$ cat src/rtl/vwbf_pkg.sv
// Shared constants, opcodes and bit helpers for the variable-width bit FIFO.
package vwbf_pkg;

  localparam int RING_WORDS  = 64;
  localparam int ADDR_W      = (RING_WORDS > 1) ? $clog2(RING_WORDS) : 1;
  localparam int COUNT_W     = $clog2(RING_WORDS + 1);
  localparam int HELD_W      = COUNT_W + 6;
  localparam int BITS_HELD_W = 12;
  localparam int WORD_W      = 32;

  typedef logic [ADDR_W-1:0]  addr_t;
  typedef logic [COUNT_W-1:0] count_t;
  typedef logic [HELD_W-1:0]  held_t;
  typedef logic [WORD_W-1:0]  word_t;

  typedef enum logic [2:0] {
    OP_PUSH  = 3'd0,
    OP_POP   = 3'd1,
    OP_PEEK  = 3'd2,
    OP_CLEAR = 3'd3,
    OP_PAD   = 3'd4
  } op_t;

  // Mask of the n lowest bits; n of 32 or more gives all ones.
  function automatic word_t low_mask(input logic [5:0] n);
    word_t m;
    if (n >= 6'd32) begin
      m = '1;
    end else begin
      m = (word_t'(1) << n) - word_t'(1);
    end
    return m;
  endfunction

  function automatic word_t shl32(input word_t v, input logic [5:0] n);
    return (n >= 6'd32) ? '0 : (v << n);
  endfunction

  function automatic word_t shr32(input word_t v, input logic [5:0] n);
    return (n >= 6'd32) ? '0 : (v >> n);
  endfunction

  function automatic addr_t ring_next(input addr_t a);
    return (a == addr_t'(RING_WORDS - 1)) ? '0 : a + addr_t'(1);
  endfunction

endpackage

$ cat src/rtl/vwbf_ram.sv
// Simple dual-port word RAM with a registered read port.
module vwbf_ram #(
  parameter int WIDTH  = 32,
  parameter int DEPTH  = 64,
  parameter int ADDR_W = (DEPTH > 1) ? $clog2(DEPTH) : 1
) (
  input  logic              clk,
  input  logic              we,
  input  logic [ADDR_W-1:0] waddr,
  input  logic [WIDTH-1:0]  wdata,
  input  logic              re,
  input  logic [ADDR_W-1:0] raddr,
  output logic [WIDTH-1:0]  rdata
);

  logic [WIDTH-1:0] mem [DEPTH];

  always_ff @(posedge clk) begin
    if (we) begin
      mem[waddr] <= wdata;
    end
  end

  always_ff @(posedge clk) begin
    if (re) begin
      rdata <= mem[raddr];
    end
  end

endmodule

$ cat src/rtl/variable_width_bit_fifo_top.sv
// Top level of the variable-width bit FIFO: control, front/back words and ring RAM.
//
// Usage: drive opcode, push_data and bit_count and raise start while busy is
// low; the beat is taken at that clock edge. Opcodes are push (append up to
// 32 bits), pop, peek (read up to 32 bits, first bit at bit zero), clear and
// pad (zero-fill the back word to a byte boundary).
// The accept cycle issues the read of the oldest ring word; the next cycle
// (busy high) works out the operation and writes back a completed word, and
// in the cycle after that done pulses for one cycle with read_data, ok and
// bits_held. A new beat may be accepted in the done cycle, but not while
// busy is high, as the operation waits on the registered read port of the
// ring RAM.
// The ring holds RING_WORDS full words between a partial front word and a
// partial back word. A pop or peek of more bits than held, or a push that
// would complete a word into a full ring, returns ok low and changes nothing.
// Reset (rst, synchronous) empties the FIFO; ring contents are not cleared
// and need no clearing pass. The receiver cannot stall: each result is
// presented for exactly one cycle.
module variable_width_bit_fifo_top
  import vwbf_pkg::*;
(
  input  logic                   clk,
  input  logic                   rst,
  input  logic                   start,
  input  logic [2:0]             opcode,
  input  logic [31:0]            push_data,
  input  logic [5:0]             bit_count,
  output logic                   busy,
  output logic                   done,
  output logic [31:0]            read_data,
  output logic                   ok,
  output logic [BITS_HELD_W-1:0] bits_held
);

  typedef enum logic {
    S_IDLE,
    S_EXEC
  } state_t;

  state_t     state;
  logic [2:0] op_q;
  word_t      data_q;
  logic [5:0] n_q;

  addr_t  ring_head, ring_head_next;
  addr_t  ring_tail, ring_tail_next;
  count_t ring_count, ring_count_next;
  word_t  front_word, front_word_next;
  logic [4:0] front_bits, front_bits_next;
  word_t  back_word, back_word_next;
  logic [4:0] back_bits, back_bits_next;

  word_t  read_data_next;
  logic   ok_next;
  held_t  held_now, held_next;

  logic   accept;
  logic   mem_we;
  word_t  mem_wdata;
  word_t  mem_rdata;

  logic       push_en;
  logic [5:0] push_n;
  word_t      push_word;
  logic [6:0] push_sum;
  logic [5:0] rem;
  word_t      src;
  logic       take;

  assign busy   = (state == S_EXEC);
  assign accept = start && !busy;

  vwbf_ram #(
    .WIDTH (WORD_W),
    .DEPTH (RING_WORDS)
  ) u_ram (
    .clk   (clk),
    .we    (mem_we),
    .waddr (ring_tail),
    .wdata (mem_wdata),
    .re    (accept),
    .raddr (ring_head),
    .rdata (mem_rdata)
  );

  assign held_now = (held_t'(ring_count) << 5) + held_t'(front_bits) + held_t'(back_bits);
  assign held_next = (held_t'(ring_count_next) << 5) + held_t'(front_bits_next)
                   + held_t'(back_bits_next);

  always_comb begin
    ring_head_next  = ring_head;
    ring_tail_next  = ring_tail;
    ring_count_next = ring_count;
    front_word_next = front_word;
    front_bits_next = front_bits;
    back_word_next  = back_word;
    back_bits_next  = back_bits;
    read_data_next  = '0;
    ok_next         = 1'b0;
    mem_we          = 1'b0;
    push_en         = 1'b0;
    push_n          = n_q;
    push_word       = data_q & low_mask(n_q);
    push_sum        = '0;
    rem             = n_q - {1'b0, front_bits};
    src             = (ring_count != '0) ? mem_rdata : back_word;
    take            = (op_q == OP_POP);

    unique case (op_q) inside
      OP_PUSH: begin
        push_en = 1'b1;
      end
      OP_POP, OP_PEEK: begin
        if (n_q <= {1'b0, front_bits}) begin
          ok_next        = 1'b1;
          read_data_next = front_word & low_mask(n_q);
          if (take) begin
            front_word_next = shr32(front_word, n_q);
            front_bits_next = front_bits - n_q[4:0];
          end
        end else if (held_t'(n_q) <= held_now) begin
          ok_next        = 1'b1;
          read_data_next = (front_word & low_mask({1'b0, front_bits}))
                         | shl32(src & low_mask(rem), {1'b0, front_bits});
          if (take) begin
            if (ring_count != '0) begin
              front_word_next = shr32(src, rem);
              front_bits_next = 5'(6'd32 - rem);
              ring_head_next  = ring_next(ring_head);
              ring_count_next = ring_count - count_t'(1);
            end else begin
              front_word_next = '0;
              front_bits_next = '0;
              back_word_next  = shr32(back_word, rem);
              back_bits_next  = back_bits - rem[4:0];
            end
          end
        end
      end
      OP_CLEAR: begin
        ok_next         = 1'b1;
        ring_head_next  = '0;
        ring_tail_next  = '0;
        ring_count_next = '0;
        front_word_next = '0;
        front_bits_next = '0;
        back_word_next  = '0;
        back_bits_next  = '0;
      end
      OP_PAD: begin
        if (back_bits[2:0] != 3'd0) begin
          push_en   = 1'b1;
          push_n    = 6'(4'd8 - {1'b0, back_bits[2:0]});
          push_word = '0;
        end else begin
          ok_next = 1'b1;
        end
      end
      default: begin
        ok_next = 1'b0;
      end
    endcase

    // A push either fits in the back word, completes a word into the ring, or is refused when the ring is full.
    push_sum  = {2'b00, back_bits} + {1'b0, push_n};
    mem_wdata = back_word | shl32(push_word, {1'b0, back_bits});
    if (push_en) begin
      if (push_sum < 7'd32) begin
        ok_next        = 1'b1;
        back_word_next = mem_wdata;
        back_bits_next = push_sum[4:0];
      end else if (ring_count != count_t'(RING_WORDS)) begin
        ok_next         = 1'b1;
        mem_we          = 1'b1;
        ring_tail_next  = ring_next(ring_tail);
        ring_count_next = ring_count + count_t'(1);
        back_word_next  = shr32(push_word, 6'd32 - {1'b0, back_bits});
        back_bits_next  = push_sum[4:0];
      end
    end

    if (!ok_next) begin
      ring_head_next  = ring_head;
      ring_tail_next  = ring_tail;
      ring_count_next = ring_count;
      front_word_next = front_word;
      front_bits_next = front_bits;
      back_word_next  = back_word;
      back_bits_next  = back_bits;
      read_data_next  = '0;
      mem_we          = 1'b0;
    end
    if (state != S_EXEC) begin
      mem_we = 1'b0;
    end
  end

  always_ff @(posedge clk) begin
    if (rst) begin
      state      <= S_IDLE;
      done       <= 1'b0;
      ring_head  <= '0;
      ring_tail  <= '0;
      ring_count <= '0;
      front_word <= '0;
      front_bits <= '0;
      back_word  <= '0;
      back_bits  <= '0;
    end else begin
      done <= 1'b0;
      unique case (state)
        S_IDLE: begin
          if (accept) begin
            op_q   <= opcode;
            data_q <= push_data;
            n_q    <= (bit_count > 6'd32) ? 6'd32 : bit_count;
            state  <= S_EXEC;
          end
        end
        S_EXEC: begin
          ring_head  <= ring_head_next;
          ring_tail  <= ring_tail_next;
          ring_count <= ring_count_next;
          front_word <= front_word_next;
          front_bits <= front_bits_next;
          back_word  <= back_word_next;
          back_bits  <= back_bits_next;
          read_data  <= read_data_next;
          ok         <= ok_next;
          bits_held  <= BITS_HELD_W'(held_next);
          done       <= 1'b1;
          state      <= S_IDLE;
        end
        default: begin
          state <= S_IDLE;
        end
      endcase
    end
  end

endmodule
$ cat config.mk
export PLATFORM = sky130hd
export DESIGN_NAME = variable_width_bit_fifo_top
export DESIGN_NICKNAME = d
export VERILOG_FILES = /design/src/rtl/vwbf_pkg.sv /design/src/rtl/vwbf_ram.sv /design/src/rtl/variable_width_bit_fifo_top.sv
export SDC_FILE = /design/constraint.sdc
export NUM_CORES = 2
export LEC_CHECK = 0
export CAP_MARGIN = 20
export CORE_MARGIN = 2
export CORE_UTILIZATION = 53
export DETAILED_ROUTE_END_ITERATION = 6
export DONT_BUFFER_PORTS = 1
export GPL_TIMING_DRIVEN = 1
export PLACE_DENSITY = 0.69
export RECOVER_POWER = 25
export SLEW_MARGIN = 40
export SYNTH_ARGS = -nofsm -noshare
export SYNTH_HDL_FRONTEND = slang
export SYNTH_SLANG_ARGS = --single-unit
$ cat constraint.sdc
create_clock -name clk -period 9.9 [get_ports clk]
set_input_delay 0 -clock clk [delete_from_list [all_inputs] [get_ports clk]]
set_output_delay 0 -clock clk [all_outputs]
set_load 0.02 [all_outputs]
==> flow_metrics.tcl <==
set metrics [dict create \
    power_w 0.0220 \
    clock_tree.root_cell "sky130_fd_sc_hd__clkbuf_16" \
    cp_slowest_cell "sky130_fd_sc_hd__clkbuf_1" \
    post-route-period-util_pct 84.9 \
    ios 91 \
    family_of_cells_with_the_greatest_summed_delay_on_the_critical_path "buffers and inverters" \
    netlist_area_um2 103000 \
    slew-limit-headroom_pct -175 \
    cts-buffers-inserted 218 \
    ys_seq_area_share_pct 64.8 \
    report.final.hold_viol_count 0 \
    holdCritStartpoint "rst" \
    initial_drt_pass_iterations 7 \
    cap_violations 11 \
    finalSetupViolations 0 \
    grt_overflow 0 \
    nature_of_the_critical_path_endpoint "register" \
    y_dimension_of_the_die_um 445 \
    setup.worst_path.start "back_bits[0]" \
    netlist-cell-type-count 106 \
    skew_ps 73.9 \
    final_layout_size_suffix_gt1_share_pct 23.2 \
    total_routing_usage_reported_by_global_routing_pct 33.9 \
    synth-warning-count 0 \
    first_global_vias 63000 \
    critical_path_required_ps 10220 \
    syn-num-nets 6447 \
    drt-vias-per-instance 7.11 \
    clkSlewWorstSetupHoldPaths_ps 60 \
    synthesized_area_per_cell_um2 16.3 \
    setup_total_negative_slack_ps 0 \
    worst_case_clock_buffer_depth 3 \
    hold_crit_path_type "input port to register" \
    layout.cell_area.non_filler_um2 117000 \
    ctsHtreeMaxLevel 4 \
    postSynth.topFlopCell "sky130_fd_sc_hd__edfxtp_1" \
    power_density_nw_per_um2 188 \
    max_freq_mhz 119 \
    worst_skew_pair.late_latency_ps 890 \
    run_status "complete, but fails checks" \
    hold_slack_ps 234 \
    starting_density_of_the_core_pct 53.5 \
    grt_first_pass_wirelength_um 478000 \
    worstPathArrival_ps 8730 \
    row_count 161 \
    grt_start_max_net_pins 119 \
    detailroute.via_count 65200 \
    ys_top_cells_by_count "2166 x sky130_fd_sc_hd__edfxtp_1, 739 x sky130_fd_sc_hd__mux4_2, 437 x sky130_fd_sc_hd__nand2_1" \
    most_frequent_cp_cell "sky130_fd_sc_hd__clkbuf_1" \
    yosys.cell_count.top_type "sky130_fd_sc_hd__edfxtp_1" \
    tritoncts_clock_tree "done" \
    ranking_of_synthesized_cells_by_area "sky130_fd_sc_hd__edfxtp_1 63%, sky130_fd_sc_hd__mux4_2 16%, sky130_fd_sc_hd__dfxtp_1 1.8%, sky130_fd_sc_hd__nand2_1 1.6%, sky130_fd_sc_hd__mux2i_1 1.5%" \
    final_core_util_pct 60.6 \
    tightestPinTransition_ps 4120 \
    worst_r2r_startpoint "back_bits[0]" \
    hpwlAfterDp_um 221000 \
    synth_top_cell_by_area "sky130_fd_sc_hd__edfxtp_1" \
    largest_voltage_drop_on_the_vdd_net_mv 0.190 \
    share_of_yosys_cell_area_claimed_by_the_top_area_cell_type_pct 63.0 \
    r2r_slack_ps 1490 \
    design.final.nets 6553 \
    timing.final.crit_period_ps 8410 \
    timing.critical_path.cells "clkinv_1 -> clkbuf_1 -> ha_1 -> ha_1 -> or4b_2 -> buf_4 -> o311ai_0 -> clkbuf_1 -> o22a_1 -> a211oi_1 -> a21o_1 -> clkbuf_1" \
    violations "design-rule violations, max-capacitance violations, max-slew violations" \
    dieArea_um2 198000 \
    crit_path_start_kind "register" \
    worst-setup-path-type "register to register" \
    syn_to_final_growth_pct 13.2 \
    detailed_place.area_um2 109000 \
    synth_enable_flop_cells 2166 \
    synth_seq_cells 2261 \
    rsz0062_at_grt "no" \
    final_replace_weighted_congestion 1.01 \
    critPathMaxFanout 46 \
    timing.critical_path.buf_inv 5 \
    cellLeakagePower_nw 36.0 \
    clock_sink_count 2261 \
    port-buffer-count 0 \
    synth-async-reset-ratio_pct 0 \
    drcViolationCount 9 \
    die_x_extent_um 445 \
    routed_wirelength_um 337000 \
    detail_route.iter0.violations 9606 \
    number_of_antenna_violations_at_the_first_check_in_global_routing 8 \
    ant_nets 0 \
    wire_per_inst_um 36.7 \
    slew_viol_final 499 \
    postCtsSetupRepairBufs 0 \
    cells_after_synthesis 6348 \
    cpPeakStageDelay_ps 1780 \
    design.core.area_um2 193000 \
]
[cell type report]
| cell class | instances | area (um2) |
|---|---|---|
| inverter | 73 | 274 |
| tap | 2526 | 3160 |
| fill | 13800 | 76100 |
| sequential | 2261 | 67000 |
| multi-input combinational | 3540 | 35000 |
| clock inverter | 137 | 1520 |
| clock buffer | 269 | 5730 |
| antenna | 5 | 12.5 |
| timing repair buffer | 360 | 4270 |
[kinds of logic (layout without fill, tap and decap cells)]
kind of cell	Yosys count	after routing	synth area share, %
and+or+nand+nor	1281	1281	5.65
xor gates and xnor gates	43	43	0.383
adders and majority gates	56	56	0.720
muxes	937	937	18.1
DFF	2261	2261	64.8
other	0	5	0
AOI/OAI and AO/OA	1223	1223	8.18
buffers and inverters	547	839	2.10
[path summary, 6_finish.rpt]
path,end,cells past startpoint
min,front_word[26],3
max,u_ram.mem[61][3],12
min reg2reg,front_word[0],2
max reg2reg,u_ram.mem[61][3],12
[state kept, by name, summed over array words and instances, names as in the netlist, 3 cells and up]
name         cells
ring_count       7
u_ram.mem     2048
front_bits       5
data_q          32
op_q             3
bits_held       12
ring_head        6
read_data       32
back_word       32
back_bits        5
n_q              6
u_ram.rdata     32
ring_tail        6
front_word      32
[power breakdown]
| group | total [W] | switching (W) | internal, W |
|---|---|---|---|
| combinational | 0.00260 | 0.00192 | 0.000680 |
| clock | 0.00841 | 0.00370 | 0.00471 |
| sequential | 0.0109 | 0.0000610 | 0.0109 |
[metrics by stage]
step | cells | setup WS [ps]
finish | 9171 | 1490
global route | 9166 | 1380
CTS | 9159 | 2930
detailed placement | 8667 | 2980
global placement | 8579 | 2840
floorplan | 6348 | 1230
[tightest hold or removal path: stages]
cell	delay, ps
sky130_fd_sc_hd__dlygate4sd3_1	600
sky130_fd_sc_hd__buf_16	240
sky130_fd_sc_hd__nor2_1	150
[repair_timing]
| action | in CTS | in global routing |
|---|---|---|
| endpoints found under the setup margin | 0 | 0 |
| endpoints found under the hold margin | 254 | 0 |
| hold buffers | 86 | 0 |
| resized for setup | 0 | 0 |
[routing by layer]
metal / up-vias / share of wire (%) / GRT usage [%]
met3: 789 / 10 / 6.73
met5: - / 0.020 / 0
met4: 6 / 6.3 / 17.5
met1: 33600 / 37 / 46.4
li1: 26300 / - / -
met2: 4449 / 46 / 52.1
[cell usage in the layout (no fill, tap or decap), drive strengths merged, types with 105 or more instances in the layout]
cell type / instances
edfxtp: 2166
mux4: 739
nand2: 437
nor2: 373
clkbuf: 289
buf: 255
o21ai: 243
a21oi: 231
mux2i: 160
nand3: 122
clkinv: 105
Power figures use the tool's default switching activity.
